<file path="src/rtl/core/mctd_pkg.sv">
// ----------------------------------------------------------------------------
// Multi-channel touch detector package
// Shared widths, constants, record layout, sequencer states and the
// structs that pass between the detector's submodules.
// ----------------------------------------------------------------------------
package mctd_pkg;

   // Channel and sample geometry.
   localparam int CHANNELS    = 7;
   localparam int CAL_SAMPLES = 32;
   localparam int CH_W        = 3;
   localparam int SAMPLE_W    = 22;
   localparam int COUNT_W     = $clog2(CAL_SAMPLES + 1);
   localparam int SUM_W       = SAMPLE_W + $clog2(CAL_SAMPLES);
   localparam int FRAC_W      = 4;
   localparam int LEVEL_W     = SAMPLE_W + FRAC_W;
   localparam int DELTA_W     = SAMPLE_W;
   localparam int THRESH_W    = 22;
   localparam int POWER_W     = 12;
   localparam int SCAN_W      = $clog2(CHANNELS + 1);

   localparam logic [THRESH_W-1:0] THRESH_RESET = 22'd1500;

   // Smoothing: 7*level + 48*raw fits in four bits above the level width,
   // and the divide by ten is a multiply by ceil(2^33/10) and a shift.
   localparam int ACC_W       = LEVEL_W + 4;
   localparam int RECIP_W     = 30;
   localparam int DIV10_SHIFT = 33;
   localparam int PROD10_W    = ACC_W + RECIP_W;
   localparam logic [RECIP_W-1:0] DIV10_RECIP = 30'd858993460;

   // Power: floor(delta*4095/10000) saturates at 4095 from delta 10000 up.
   // Below that it is delta times ceil(4095*2^28/10000), shifted by 28.
   localparam int SAT_W        = 14;
   localparam int PSCALE_W     = 27;
   localparam int PSCALE_SHIFT = 28;
   localparam int PPROD_W      = SAT_W + PSCALE_W;
   localparam logic [PSCALE_W-1:0] PSCALE_MULT     = 27'd109924320;
   localparam logic [DELTA_W-1:0]  POWER_SAT_DELTA = 22'd10000;
   localparam logic [POWER_W-1:0]  POWER_MAX       = 12'd4095;

   // Stream and register port widths.
   localparam int REQ_TDATA_W = 24;
   localparam int REQ_TUSER_W = 3;
   localparam int RSP_TDATA_W = 48;
   localparam int CSR_ADDR_W  = 3;
   localparam int CSR_DATA_W  = 32;
   localparam int CSR_IDX_W   = CSR_ADDR_W - 2;

   localparam logic [CSR_IDX_W-1:0] REG_TOUCH_THRESHOLD = 1'b0;

   // One channel's stored state.
   typedef struct packed {
      logic [COUNT_W-1:0]  count;
      logic [SUM_W-1:0]    sum;
      logic [SAMPLE_W-1:0] baseline;
      logic [LEVEL_W-1:0]  smoothed;
      logic [DELTA_W-1:0]  delta;
      logic                active;
   } rec_type;

   typedef enum logic [2:0] {
      ST_IDLE,
      ST_LOAD,
      ST_DIV,
      ST_WRITE,
      ST_SCAN,
      ST_SCALE,
      ST_DONE
   } state_type;

   // Step strobes from the sequencer.
   typedef struct packed {
      logic accept;
      logic load;
      logic div;
      logic write;
      logic scan_start;
      logic scan_step;
      logic scale;
   } ctrl_type;

   // Outcome of the channel update.
   typedef struct packed {
      logic                in_range;
      logic [CH_W-1:0]     ch;
      logic                calibrated;
      logic [DELTA_W-1:0]  delta;
      logic                active;
   } upd_type;

   // Summary over all channels.
   typedef struct packed {
      logic                any_active;
      logic [POWER_W-1:0]  power;
      logic [CH_W-1:0]     leader;
   } summ_type;

endpackage

</file>
<file path="src/rtl/core/mctd_csr.sv">
// ----------------------------------------------------------------------------
// Touch detector register port
// Holds the touch threshold register behind a simple APB-style port.
// ----------------------------------------------------------------------------
module mctd_csr (
   input  logic                                clock,
   input  logic                                reset,
   input  logic                                csr_psel,
   input  logic                                csr_penable,
   input  logic                                csr_pwrite,
   input  logic [mctd_pkg::CSR_ADDR_W-1:0]     csr_paddr,
   input  logic [mctd_pkg::CSR_DATA_W-1:0]     csr_pwdata,
   output logic [mctd_pkg::CSR_DATA_W-1:0]     csr_prdata,
   output logic                                csr_pready,
   output logic [mctd_pkg::THRESH_W-1:0]       threshold
);
   import mctd_pkg::*;

   logic [THRESH_W-1:0]  thresh_ff;
   logic [THRESH_W-1:0]  thresh_in;
   logic [CSR_IDX_W-1:0] reg_idx;
   logic                 wr_hit;

   assign reg_idx    = csr_paddr[CSR_ADDR_W-1:2];
   assign wr_hit     = csr_psel && csr_penable && csr_pwrite;
   assign csr_pready = 1'b1;
   assign threshold  = thresh_ff;

   // Write decode; writes to unknown registers are dropped.
   always_comb begin
      thresh_in = thresh_ff;
      if (wr_hit) begin
         unique case (reg_idx)
            REG_TOUCH_THRESHOLD: thresh_in = csr_pwdata[THRESH_W-1:0];
            default: thresh_in = thresh_ff;
         endcase
      end
   end

   // Read decode.
   always_comb begin
      unique case (reg_idx)
         REG_TOUCH_THRESHOLD: csr_prdata = CSR_DATA_W'(thresh_ff);
         default: csr_prdata = '0;
      endcase
   end

   always_ff @(posedge clock) begin
      if (reset) begin
         thresh_ff <= THRESH_RESET;
      end else begin
         thresh_ff <= thresh_in;
      end
   end

endmodule

</file>
<file path="src/rtl/core/mctd_chan_mem.sv">
// ----------------------------------------------------------------------------
// Touch detector channel memory
// One record per channel in a synchronous memory with registered read data.
// Per-entry valid bits make never-written entries read as zero after reset.
// ----------------------------------------------------------------------------
module mctd_chan_mem (
   input  logic                        clock,
   input  logic                        reset,
   input  logic [mctd_pkg::CH_W-1:0]   rd_addr,
   output mctd_pkg::rec_type           rd_rec,
   input  logic                        wr_en,
   input  logic [mctd_pkg::CH_W-1:0]   wr_addr,
   input  mctd_pkg::rec_type           wr_rec
);
   import mctd_pkg::*;

   rec_type             mem [CHANNELS];
   rec_type             rd_data_ff;
   logic                rd_hit_ff;
   logic [CHANNELS-1:0] valid_ff;
   logic                rd_hit_in;

   // An address past the last channel never hits.
   assign rd_hit_in = |(valid_ff & (CHANNELS'(1) << rd_addr));
   assign rd_rec    = rd_hit_ff ? rd_data_ff : '0;

   // Storage array: one write port, one registered read port.
   always_ff @(posedge clock) begin
      if (wr_en) begin
         mem[wr_addr] <= wr_rec;
      end
      rd_data_ff <= mem[rd_addr];
   end

   // Valid bits are cleared by reset and set on the first write.
   always_ff @(posedge clock) begin
      if (reset) begin
         valid_ff  <= '0;
         rd_hit_ff <= 1'b0;
      end else begin
         rd_hit_ff <= rd_hit_in;
         if (wr_en) begin
            valid_ff <= valid_ff | (CHANNELS'(1) << wr_addr);
         end
      end
   end

endmodule

</file>
<file path="src/rtl/core/mctd_update.sv">
// ----------------------------------------------------------------------------
// Touch detector channel update
// Read-modify-write datapath for one sample: calibration sum, baseline,
// exponential smoothing, delta and threshold compare.
// ----------------------------------------------------------------------------
module mctd_update (
   input  logic                          clock,
   input  mctd_pkg::ctrl_type            ctrl,
   input  logic [mctd_pkg::CH_W-1:0]     req_channel,
   input  logic [mctd_pkg::SAMPLE_W-1:0] req_raw,
   input  mctd_pkg::rec_type             rd_rec,
   input  logic [mctd_pkg::THRESH_W-1:0] threshold,
   output logic                          wr_en,
   output logic [mctd_pkg::CH_W-1:0]     wr_addr,
   output mctd_pkg::rec_type             wr_rec,
   output mctd_pkg::upd_type             upd
);
   import mctd_pkg::*;

   logic [CH_W-1:0]     ch_ff;
   logic [SAMPLE_W-1:0] raw_ff;
   rec_type             rec_ff;
   logic [ACC_W-1:0]    acc_ff;
   logic [PROD10_W-1:0] prod_ff;
   upd_type             upd_ff;

   logic                in_range;
   logic                calibrating;
   logic [ACC_W-1:0]    acc_in;
   logic [SUM_W-1:0]    sum_next;
   logic [COUNT_W-1:0]  count_next;
   logic [LEVEL_W-1:0]  quot;
   logic [SAMPLE_W-1:0] whole;
   logic [SAMPLE_W-1:0] base_next;
   rec_type             new_rec;
   upd_type             upd_in;

   assign in_range    = 32'(ch_ff) < CHANNELS;
   assign calibrating = rec_ff.count < COUNT_W'(CAL_SAMPLES);

   // 7*level + 48*raw, built from shifts.
   assign acc_in = (ACC_W'(rd_rec.smoothed) << 3) - ACC_W'(rd_rec.smoothed)
                 + (ACC_W'(raw_ff) << 5) + (ACC_W'(raw_ff) << 4);

   // Quotient by ten out of the reciprocal product, then its integer part.
   assign quot  = prod_ff[DIV10_SHIFT +: LEVEL_W];
   assign whole = quot[FRAC_W +: SAMPLE_W];

   assign sum_next   = rec_ff.sum + SUM_W'(raw_ff);
   assign count_next = rec_ff.count + COUNT_W'(1);
   assign base_next  = SAMPLE_W'(sum_next / CAL_SAMPLES);

   // New record for the channel.
   always_comb begin
      new_rec = rec_ff;
      if (calibrating) begin
         new_rec.sum   = sum_next;
         new_rec.count = count_next;
         if (count_next == COUNT_W'(CAL_SAMPLES)) begin
            new_rec.baseline = base_next;
            new_rec.smoothed = {base_next, FRAC_W'(0)};
            new_rec.delta    = '0;
            new_rec.active   = 1'b0;
         end
      end else begin
         new_rec.smoothed = quot;
         new_rec.delta    = (whole > rec_ff.baseline) ? (whole - rec_ff.baseline) : '0;
         new_rec.active   = new_rec.delta > threshold;
      end
   end

   // Result fields of this beat; an out-of-range channel reports zeros.
   always_comb begin
      upd_in.in_range   = in_range;
      upd_in.ch         = ch_ff;
      upd_in.calibrated = in_range && (new_rec.count >= COUNT_W'(CAL_SAMPLES));
      upd_in.delta      = in_range ? new_rec.delta : '0;
      upd_in.active     = in_range && new_rec.active;
   end

   assign wr_en   = ctrl.write && in_range;
   assign wr_addr = ch_ff;
   assign wr_rec  = new_rec;
   assign upd     = upd_ff;

   // Datapath registers, one group per step.
   always_ff @(posedge clock) begin
      if (ctrl.accept) begin
         ch_ff  <= req_channel;
         raw_ff <= req_raw;
      end
      if (ctrl.load) begin
         rec_ff <= rd_rec;
         acc_ff <= acc_in;
      end
      if (ctrl.div) begin
         prod_ff <= PROD10_W'(acc_ff) * PROD10_W'(DIV10_RECIP);
      end
      if (ctrl.write) begin
         upd_ff <= upd_in;
      end
   end

endmodule

</file>
<file path="src/rtl/core/mctd_summary.sv">
// ----------------------------------------------------------------------------
// Touch detector summary scan
// Walks the channel memory one entry per cycle to find any active channel,
// the leader with the largest delta and its scaled power.
// ----------------------------------------------------------------------------
module mctd_summary (
   input  logic                      clock,
   input  mctd_pkg::ctrl_type        ctrl,
   input  logic [mctd_pkg::CH_W-1:0] cmp_idx,
   input  mctd_pkg::rec_type         rd_rec,
   input  mctd_pkg::upd_type         upd,
   output mctd_pkg::summ_type        summ
);
   import mctd_pkg::*;

   logic               any_ff;
   logic [DELTA_W-1:0] best_ff;
   logic [CH_W-1:0]    leader_ff;
   logic               sat_ff;
   logic [PPROD_W-1:0] pprod_ff;

   logic               fwd;
   logic [DELTA_W-1:0] cur_delta;
   logic               cur_active;
   logic               take;

   // The freshly updated channel comes from the update result, since its
   // memory read may predate the write-back.
   assign fwd        = upd.in_range && (upd.ch == cmp_idx);
   assign cur_delta  = fwd ? upd.delta : rd_rec.delta;
   assign cur_active = fwd ? upd.active : rd_rec.active;
   assign take       = cur_active && (!any_ff || (cur_delta >= best_ff));

   // Running maximum; ascending scan so ties go to the higher index.
   always_ff @(posedge clock) begin
      if (ctrl.scan_start) begin
         any_ff    <= 1'b0;
         best_ff   <= '0;
         leader_ff <= '0;
      end else if (ctrl.scan_step) begin
         any_ff <= any_ff || cur_active;
         if (take) begin
            best_ff   <= cur_delta;
            leader_ff <= cmp_idx;
         end
      end
      if (ctrl.scale) begin
         sat_ff   <= best_ff >= POWER_SAT_DELTA;
         pprod_ff <= PPROD_W'(best_ff[SAT_W-1:0]) * PPROD_W'(PSCALE_MULT);
      end
   end

   // Power is monotonic in delta, so the leader's delta gives the maximum.
   always_comb begin
      summ.any_active = any_ff;
      summ.power      = sat_ff ? POWER_MAX : pprod_ff[PSCALE_SHIFT +: POWER_W];
      summ.leader     = leader_ff;
   end

endmodule

</file>
<file path="src/rtl/core/multi_channel_touch_detector_core.sv">
// ----------------------------------------------------------------------------
// Multi-channel touch detector core
// Per-channel baseline calibration and smoothing with a summary over all
// channels, one result beat for every sample beat.
// ----------------------------------------------------------------------------
// Each sample runs a read-modify-write of the channel record (load, divide,
//   write), then a summary scan that reads the channel memory once per
//   channel, then power scaling and the output handoff; no new sample is
//   taken until that sequence is through.
// A new sample is taken while the previous result still waits on rsp_tready.
// Reset clears the sequencer, the output valid and all channel valid bits,
//   so every channel starts uncalibrated; the threshold returns to 1500.
// ----------------------------------------------------------------------------
module multi_channel_touch_detector_core (
   input  logic                                 clock,
   input  logic                                 reset,
   input  logic                                 req_tvalid,
   output logic                                 req_tready,
   // [21:0] raw_sample, [23:22] zero
   input  logic [mctd_pkg::REQ_TDATA_W-1:0]     req_tdata,
   // [2:0] channel
   input  logic [mctd_pkg::REQ_TUSER_W-1:0]     req_tuser,
   output logic                                 rsp_tvalid,
   input  logic                                 rsp_tready,
   // [0] calibrated, [22:1] channel_delta, [23] channel_active,
   // [24] any_active, [36:25] strongest_power, [37] leader_valid,
   // [40:38] leader_channel, [47:41] zero
   output logic [mctd_pkg::RSP_TDATA_W-1:0]     rsp_tdata,
   input  logic                                 csr_psel,
   input  logic                                 csr_penable,
   input  logic                                 csr_pwrite,
   input  logic [mctd_pkg::CSR_ADDR_W-1:0]      csr_paddr,
   input  logic [mctd_pkg::CSR_DATA_W-1:0]      csr_pwdata,
   output logic [mctd_pkg::CSR_DATA_W-1:0]      csr_prdata,
   output logic                                 csr_pready
);
   import mctd_pkg::*;

   state_type          state_ff;
   state_type          state_in;
   logic [SCAN_W-1:0]  scan_ff;
   logic [SCAN_W-1:0]  scan_in;
   logic [SCAN_W-1:0]  scan_prev;
   logic               rsp_tvalid_ff;
   upd_type            rsp_upd_ff;
   summ_type           rsp_summ_ff;

   ctrl_type           ctrl;
   logic               out_load;
   logic [CH_W-1:0]    rd_addr;
   logic [CH_W-1:0]    cmp_idx;
   logic [THRESH_W-1:0] threshold;
   rec_type            rd_rec;
   logic               wr_en;
   logic [CH_W-1:0]    wr_addr;
   rec_type            wr_rec;
   upd_type            upd;
   summ_type           summ;

   assign scan_prev = scan_ff - SCAN_W'(1);
   assign cmp_idx   = CH_W'(scan_prev);

   // Register port.
   mctd_csr u_csr (
      .clock       (clock),
      .reset       (reset),
      .csr_psel    (csr_psel),
      .csr_penable (csr_penable),
      .csr_pwrite  (csr_pwrite),
      .csr_paddr   (csr_paddr),
      .csr_pwdata  (csr_pwdata),
      .csr_prdata  (csr_prdata),
      .csr_pready  (csr_pready),
      .threshold   (threshold)
   );

   // Channel record memory.
   mctd_chan_mem u_mem (
      .clock   (clock),
      .reset   (reset),
      .rd_addr (rd_addr),
      .rd_rec  (rd_rec),
      .wr_en   (wr_en),
      .wr_addr (wr_addr),
      .wr_rec  (wr_rec)
   );

   // Read-modify-write of the addressed channel.
   mctd_update u_update (
      .clock       (clock),
      .ctrl        (ctrl),
      .req_channel (req_tuser[CH_W-1:0]),
      .req_raw     (req_tdata[SAMPLE_W-1:0]),
      .rd_rec      (rd_rec),
      .threshold   (threshold),
      .wr_en       (wr_en),
      .wr_addr     (wr_addr),
      .wr_rec      (wr_rec),
      .upd         (upd)
   );

   // Scan over all channels.
   mctd_summary u_summary (
      .clock   (clock),
      .ctrl    (ctrl),
      .cmp_idx (cmp_idx),
      .rd_rec  (rd_rec),
      .upd     (upd),
      .summ    (summ)
   );

   // Sequencer: next state, step strobes and memory read address.
   always_comb begin
      state_in   = state_ff;
      scan_in    = scan_ff;
      ctrl       = '0;
      out_load   = 1'b0;
      req_tready = 1'b0;
      rd_addr    = CH_W'(scan_ff);
      unique case (state_ff)
         ST_IDLE: begin
            req_tready = 1'b1;
            rd_addr    = req_tuser[CH_W-1:0];
            if (req_tvalid) begin
               ctrl.accept = 1'b1;
               state_in    = ST_LOAD;
            end
         end
         ST_LOAD: begin
            ctrl.load = 1'b1;
            state_in  = ST_DIV;
         end
         ST_DIV: begin
            ctrl.div = 1'b1;
            state_in = ST_WRITE;
         end
         ST_WRITE: begin
            ctrl.write      = 1'b1;
            ctrl.scan_start = 1'b1;
            rd_addr         = '0;
            scan_in         = SCAN_W'(1);
            state_in        = ST_SCAN;
         end
         ST_SCAN: begin
            ctrl.scan_step = 1'b1;
            if (scan_ff == SCAN_W'(CHANNELS)) begin
               state_in = ST_SCALE;
            end else begin
               scan_in = scan_ff + SCAN_W'(1);
            end
         end
         ST_SCALE: begin
            ctrl.scale = 1'b1;
            state_in   = ST_DONE;
         end
         ST_DONE: begin
            if (!rsp_tvalid_ff || rsp_tready) begin
               out_load = 1'b1;
               state_in = ST_IDLE;
            end
         end
         default: begin
            state_in = ST_IDLE;
         end
      endcase
   end

   always_ff @(posedge clock) begin
      if (reset) begin
         state_ff <= ST_IDLE;
         scan_ff  <= '0;
      end else begin
         state_ff <= state_in;
         scan_ff  <= scan_in;
      end
   end

   // Output register; it holds a result beat until the sink takes it.
   always_ff @(posedge clock) begin
      if (reset) begin
         rsp_tvalid_ff <= 1'b0;
      end else if (out_load) begin
         rsp_tvalid_ff <= 1'b1;
      end else if (rsp_tready) begin
         rsp_tvalid_ff <= 1'b0;
      end
   end

   always_ff @(posedge clock) begin
      if (out_load) begin
         rsp_upd_ff  <= upd;
         rsp_summ_ff <= summ;
      end
   end

   assign rsp_tvalid = rsp_tvalid_ff;
   assign rsp_tdata  = {7'd0,
                        rsp_summ_ff.leader,
                        rsp_summ_ff.any_active,
                        rsp_summ_ff.power,
                        rsp_summ_ff.any_active,
                        rsp_upd_ff.active,
                        rsp_upd_ff.delta,
                        rsp_upd_ff.calibrated};

`ifndef ASSERT_OFF
   // The memory is never written beyond the last channel.
   a_wr_in_range: assert property (@(posedge clock) disable iff (reset)
      wr_en |-> (32'(wr_addr) < CHANNELS))
      else $error("channel memory written out of range");

   // A result beat only appears from the handoff state.
   a_rsp_from_done: assert property (@(posedge clock) disable iff (reset)
      $rose(rsp_tvalid) |-> $past(state_ff == ST_DONE))
      else $error("result beat raised outside the handoff state");

   // The scan counter stays within the channel range while scanning.
   a_scan_bounds: assert property (@(posedge clock) disable iff (reset)
      (state_ff == ST_SCAN) |-> ((scan_ff != '0) && (scan_ff <= SCAN_W'(CHANNELS))))
      else $error("scan counter out of range");

   // Without an active channel, power and leader must be zero.
   a_idle_summary: assert property (@(posedge clock) disable iff (reset)
      (rsp_tvalid_ff && !rsp_summ_ff.any_active)
         |-> ((rsp_summ_ff.power == '0) && (rsp_summ_ff.leader == '0)))
      else $error("summary fields set with no active channel");
`endif

endmodule

</file>
<file path="config.mk">
export PLATFORM = sky130hd
export DESIGN_NAME = multi_channel_touch_detector_core
export DESIGN_NICKNAME = d
export VERILOG_FILES = /design/src/rtl/core/mctd_pkg.sv /design/src/rtl/core/mctd_csr.sv /design/src/rtl/core/mctd_chan_mem.sv /design/src/rtl/core/mctd_update.sv /design/src/rtl/core/mctd_summary.sv /design/src/rtl/core/multi_channel_touch_detector_core.sv
export SDC_FILE = /design/constraint.sdc
export NUM_CORES = 2
export LEC_CHECK = 0
export ABC_AREA = 1
export ABC_CLOCK_PERIOD_IN_PS = 10950
export BUFFER_PORTS_ARGS = -buffer_cell sky130_fd_sc_hd__buf_4
export CAP_MARGIN = 15
export CORE_UTILIZATION = 30
export DETAILED_ROUTE_END_ITERATION = 16
export SLEW_MARGIN = 20
export SYNTH_ARGS = -nofsm -noshare
export SYNTH_HDL_FRONTEND = slang
export SYNTH_SLANG_ARGS = --single-unit
export TNS_END_PERCENT = 5
</file>
<file path="constraint.sdc">
create_clock -name clock -period 10.95 [get_ports clock]
set_input_delay 0.5475 -clock clock [delete_from_list [all_inputs] [get_ports clock]]
set_output_delay 0.5475 -clock clock [all_outputs]
set_load 0.1 [all_outputs]
</file>
# Yosys cells after proc, flatten, opt, wreduce, memory -nomap -nowiden
# Memory sizes are Yosys's and may differ from the RTL's. A register that Yosys moved wholly into a read port is not among the register bits.
# Index checks and enable logic that the tools add are counted.
[totals]
word_cells = 117
ff_bits = 383
memories = 1
output_inout_bits = 83
ramBits = 728
[op_classes]
n_bitwise = 3
eq_ne = 13
n_reduce_logical = 20
shift = 2
n_lt_le_gt_ge = 7
n_mul = 2
n_mux = 29
add_sub_neg = 8
[memory_table]
columns = ["memory", "depth", "width", "read_ports", "rd_ports_with_merged_regs", "wr", "line", "rtl"]
rows = [
  ["u_mem.mem", 7, 104, 1, 1, 1, "mctd_chan_mem.sv:17", "rec_type mem [CHANNELS];"],
]
[op_table]
columns = ["op", "n"]
rows = [
  ["49-bit 2-to-1 mux", 2],
  ["71-bit 2-to-1 mux", 1],
  ["22-bit 2-to-1 mux", 3],
  ["30-bit by 28-bit multiplier with 57-bit output (second input constant)", 1],
  ["55-bit 2-to-1 mux", 1],
  ["22-bit > comparator", 2],
  ["14-bit by 22-bit multiplier with 35-bit output (second input constant)", 1],
  ["30-bit by 26-bit adder with 30-bit output", 1],
  ["30-bit by 27-bit adder with 30-bit output", 1],
  ["29-bit by 26-bit subtractor with 30-bit output", 1],
  ["27-bit by 22-bit adder with 27-bit output", 1],
  ["22-bit by 14-bit greater-or-equal comparator with 1-bit output (second input constant)", 1],
  ["22-bit greater-or-equal comparator", 1],
  ["22-bit subtractor", 1],
  ["3-bit case mux with 7 select lines", 1],
  ["1-bit 2-to-1 mux", 14],
  ["1-bit by 3-bit left shift with 7-bit output (first input constant)", 2],
  ["3-bit equality test (second input constant)", 4],
  ["3-bit 2-to-1 mux", 4],
  ["3-bit case mux with 2 select lines", 2],
  ["2-bit inequality test (second input constant)", 4],
  ["7-bit AND", 1],
  ["1-bit logical AND", 7],
  ["7-bit OR", 1],
  ["19 further kinds", 26],
]

# Depth between registers and ports, before layout
[depth]
word_depth = 8
depth_mapped = 29
depth_no_buf = 28

# Hierarchy
# From an unflattened synthesis, not the netlist that was laid out.
[hier_totals]
cells_unflattened = 7643
hier_area_um2 = 73027.5
[modules_own_cells]
columns = ["mod", "instances", "seq_area_each_um2", "area_per_inst_um2", "cells_per_inst"]
rows = [
  ["mctd_chan_mem", 1, 24103.1, 31823.0, 2712],
  ["mctd_update", 1, 6366.1, 29930.0, 3554],
  ["mctd_summary", 1, 910.9, 8293.0, 1063],
  ["multi_channel_touch_detector_core", 1, 1341.3, 1790.5, 122],
  ["mctd_csr", 1, 440.4, 1191.1, 192],
]

# Worst setup path before layout
# Ideal clock, no wire load.
[synth_timing]
path_type = "reg2reg"
startpoint = "register state_ff[0]"
endpoint = "memory u_mem.mem[1][0] (netlist name) (enable)"
path_buffers = 2
synth_period_minus_slack_ns = 8.572
stages_incl_launch_ff = 5
t_arrival_ns = 7.875
setup_slack_ns = 2.378
path_cell_list = "dfxtp_1 buf_4 nand3_2 clkbuf_1 nor3_1"
[synth_between]
elab_chain_cells = 5
[synth_lines]
columns = ["element", "line", "rtl"]
rows = [
  ["start, declared", "multi_channel_touch_detector_core.sv:39", "state_type state_ff;"],
  ["start signal, assigned", "multi_channel_touch_detector_core.sv:173", "state_ff <= state_in;"],
  ["3-bit by 2-bit equality test with 1-bit output", "multi_channel_touch_detector_core.sv:120", "unique case (state_ff)"],
  ["2-bit 2-to-1 mux", "multi_channel_touch_detector_core.sv:120", ""],
  ["1-bit logical AND", "mctd_update.sv:81", "assign wr_en = ctrl.write && in_range;"],
  ["1-bit 2-to-1 mux", "mctd_chan_mem.sv:29", "if (wr_en) begin"],
  ["1-bit 2-to-1 mux (not written as such)", "mctd_chan_mem.sv:30", "mem[wr_addr] <= wr_rec;"],
  ["end, declared", "mctd_chan_mem.sv:17", ""],
]
# Every way passes these cells.

# Worst setup path in the final report
[layout_timing]
startpoint = "register u_update.acc_ff[14]"
endpoint = "register u_update.prod_ff[49] (data pin)"
[layout_between]
elab_chain_cells = 1
[layout_lines]
columns = ["element", "line", "rtl"]
rows = [
  ["start, declared", "mctd_update.sv:23", "logic [ACC_W-1:0] acc_ff;"],
  ["start signal, assigned", "mctd_update.sv:94", "acc_ff <= acc_in;"],
  ["30-bit by 28-bit multiplier with 57-bit output", "mctd_update.sv:97", "prod_ff <= PROD10_W'(acc_ff) * PROD10_W'(DIV10_RECIP);"],
  ["end signal, assigned", "mctd_update.sv:97", ""],
  ["end, declared", "mctd_update.sv:24", "logic [PROD10_W-1:0] prod_ff;"],
]
# Every way passes these cells.
# A chain may end at the register's enable or synchronous reset.

==> impl_metrics.env <==
export IMPL_max_freq_ghz=0.148
export IMPL_worst_setup_path_start_kind="register"
export IMPL_run_status="complete, no violations"
export IMPL_finalHoldViolations=0
export IMPL_die_w_um=488
export IMPL_period_needed_ns=6.77
export IMPL_slew_viol_final=0
export IMPL_rsz0062_at_grt="no"
export IMPL_setup_viol=0
export IMPL_rr_endpoint="u_update.prod_ff[49]"
export IMPL_ys_flop_type="edfxtp_1"
export IMPL_htreeDepth=3
export IMPL_clock_sinks=1160
export IMPL_cts_tree="built"
export IMPL_r2r_slack_ns=4.18
export IMPL_path_max_fanout=5
export IMPL_finalNonFillerCells=10400
export IMPL_path_clk_slew_ns=0.07
export IMPL_grt_overflow=0
export IMPL_synth_async_sr_flop_share_pct=0
export IMPL_drt_iter0_drc=4148
export IMPL_regArea_sq_um=33200
export IMPL_drt_wl_total_mm=200
export IMPL_layout_common_cells="nand2_1 (1635), inv_1 (1311), edfxtp_1 (993), ha_1 (551), fa_1 (466)"
export IMPL_avgSynthCellArea_sq_um=10.1
export IMPL_cp_arrival_ns=7.27
export IMPL_worstReg2RegStart="u_update.acc_ff[14]"
export IMPL_holdPathStages=3
export IMPL_track_usage_pct=16.7
export IMPL_viasPerCell=4.72
export IMPL_cts_buffers_inserted=115
export IMPL_ios=152
export IMPL_dr_pass1_iters=5
export IMPL_ys_ff_latch=1160
export IMPL_max_stage_delay_ns=0.58
export IMPL_dieHeight_um=488
export IMPL_core_sq_um=234000
export IMPL_postCtsResizedCells=0
export IMPL_fin_worst_skew_ns=0.0859
export IMPL_nets=8221
export IMPL_ys_types=50
export IMPL_final_common_cell="nand2_1"
export IMPL_crit_type="reg -> reg"
export IMPL_fp_dieArea_sq_um=238000
export IMPL_io_buffers=119
export IMPL_clk_latency_ns=0.77
export IMPL_clockBufferDepth=3
export IMPL_ys_warn_count=0
export IMPL_routedWlPerCell_um=19.3
export IMPL_cp_common_cell="inv_1"
export IMPL_dp_cells=10100
export IMPL_synthesis_area_sq_um=70800
export IMPL_critPathSlowestCell="fa_1"
export IMPL_start_util_pct=30.3
export IMPL_drive_gt1_share_pct=5.55
export IMPL_antenna_found_initial=12
export IMPL_synth_seq_area_share_pct=46.9
export IMPL_rows=177
export IMPL_tightest_slew_ns=1.11
export IMPL_cap_viol_max_count=0
export IMPL_crit_chain="ha_1 > inv_1 > fa_1 > inv_1 > fa_1 > fa_1 > inv_1 > fa_1 > inv_1 > fa_1 > inv_1 > fa_1 > inv_1 > ha_1 > nand2_1 > nor2_1 > inv_1 > nor2_1 > inv_1 > nor3_1 > o21ai_0 > nand4_1 > nand2_1"
export IMPL_slew_headroom_pct=25.9
export IMPL_grt_max_degree=153
export IMPL_cts_root_buffer="clkbuf_16"
export IMPL_nFillCells=23500
export IMPL_finalSetupTns_ns=0
export IMPL_holdPathEnd="u_csr.threshold[6]"
export IMPL_multiInputGateArea_sq_um=31900
export IMPL_globalplace_congestion=0.963
export IMPL_area_growth_pct=12.2
export IMPL_dp_hpwl_mm=144
export IMPL_rr_worst_depth=23
export IMPL_hold_path_class="in -> reg"
export IMPL_ant_nets=0
export IMPL_dr_total_vias=48900
export IMPL_grt_pass1_wl_mm=300
export IMPL_worstPathRequired_ns=11.44
export IMPL_fin_crit_sh_pct=61.8
export IMPL_first_global_vias=48700
export IMPL_route_detailed_drc=0
export IMPL_setup_worst_path_end_class="register"
export IMPL_synthCells=7005
export IMPL_min_delay_start="csr_pwdata[6]"
export IMPL_synth_edf_count=993
[worst max-delay path: cells and delay by family (launching register included)]
family	cells	cell delay (ns)
and+or+nand+nor	6	1.04
DFF	1	0.56
adders and majority gates	8	4.03
AOI/OAI and AO/OA	1	0.25
buffers and inverters	8	0.63
[layer usage]
metal	share of wire (%)	routed length (um)	GRT usage, %
met1	46	92000	23.7
met4	2.0	4030	3.62
met5	0.0065	13	0
met3	7.5	15100	2.91
met2	45	89400	26.3
[through the flow]
stage | utilization [%] | worst slack (ns) | instance area, sq um | hold WS (ns)
global placement | 32.2 | 4.23 | 75200 | 0.425
floorplan | - | 2.38 | 70800 | 0.400
finish | 34.0 | 4.18 | 79400 | 0.0751
detailed placement | 32.2 | 4.18 | 75200 | 0.438
global route | 34.0 | 3.76 | 79400 | 0.0481
CTS | 34.0 | 4.16 | 79400 | 0.0291
[kinds of logic after synthesis]
group	count (synthesis)	share of synthesized area, %
simple gates	2467	14.3
buf+inv	1510	8.33
flops	1160	46.9
fa+ha+maj	1017	22.9
compound gates	764	6.50
xor+xnor	85	1.05
other cells	2	0.0106
[cell usage after synthesis, types with 23 or more instances]
| library cell | n | area, sq um |
|---|---|---|
| edfxtp_1 | 993 | 29800 |
| ha_1 | 551 | 6890 |
| clkbuf_1 | 77 | 289 |
| nor3_1 | 50 | 250 |
| nand2_1 | 1635 | 6140 |
| o21a_1 | 67 | 503 |
| buf_4 | 43 | 323 |
| nand3_1 | 233 | 1170 |
| inv_1 | 1316 | 4940 |
| nor2_1 | 352 | 1320 |
| o21ai_0 | 183 | 916 |
| xor2_1 | 63 | 552 |
| dfxtp_1 | 167 | 3340 |
| nand4_1 | 134 | 838 |
| or2_2 | 23 | 144 |
| a22oi_1 | 159 | 1190 |
| a21oi_1 | 277 | 1390 |
| buf_2 | 47 | 235 |
| fa_1 | 466 | 9330 |
[registers in the layout, summed over array words and instances, names as in the netlist, 7 cells and up]
register            cells
u_mem.mem             728
u_mem.rd_data_ff      104
u_update.rec_ff       103
rsp_tdata              40
u_update.acc_ff        30
u_update.upd           28
u_update.prod_ff       26
u_csr.threshold        22
u_summary.best_ff      22
u_update.raw_ff        22
u_summary.pprod_ff     12
u_mem.valid_ff          7
[layout make-up]
| class | instances | share of cell area (%) |
|---|---|---|
| flip-flops and latches | 1160 | 41.8 |
| multi-input cells | 4351 | 40.1 |
| inverters | 1323 | 6.28 |
| well taps | 3132 | 4.94 |
| clock buffers | 143 | 3.99 |
| repair buffers | 184 | 1.93 |
| clock inverters | 76 | 0.949 |
| diodes | 2 | 0.00630 |
[repair_timing]
item / CTS / global route
hold endpoints to repair: 26 / 0
hold buffers: 26 / 0
buffers inserted: 0 / 0
[worst max path at each step]
stage                        start              endpoint  cells after the start
6_report       u_update.acc_ff[14]  u_update.prod_ff[49]                     23
3_5_place_dp   u_update.acc_ff[14]  u_update.prod_ff[49]                     23
3_3_place_gp   u_update.acc_ff[14]  u_update.prod_ff[49]                     23
4_1_cts        u_update.acc_ff[14]  u_update.prod_ff[49]                     23
2_1_floorplan          state_ff[0]       u_mem.mem[1][0]                      4
5_1_grt        u_update.acc_ff[14]  u_update.prod_ff[49]                     23
Power is not shown: default switching activity piles up to over one toggle a cycle in this logic, so the estimate is an artifact.
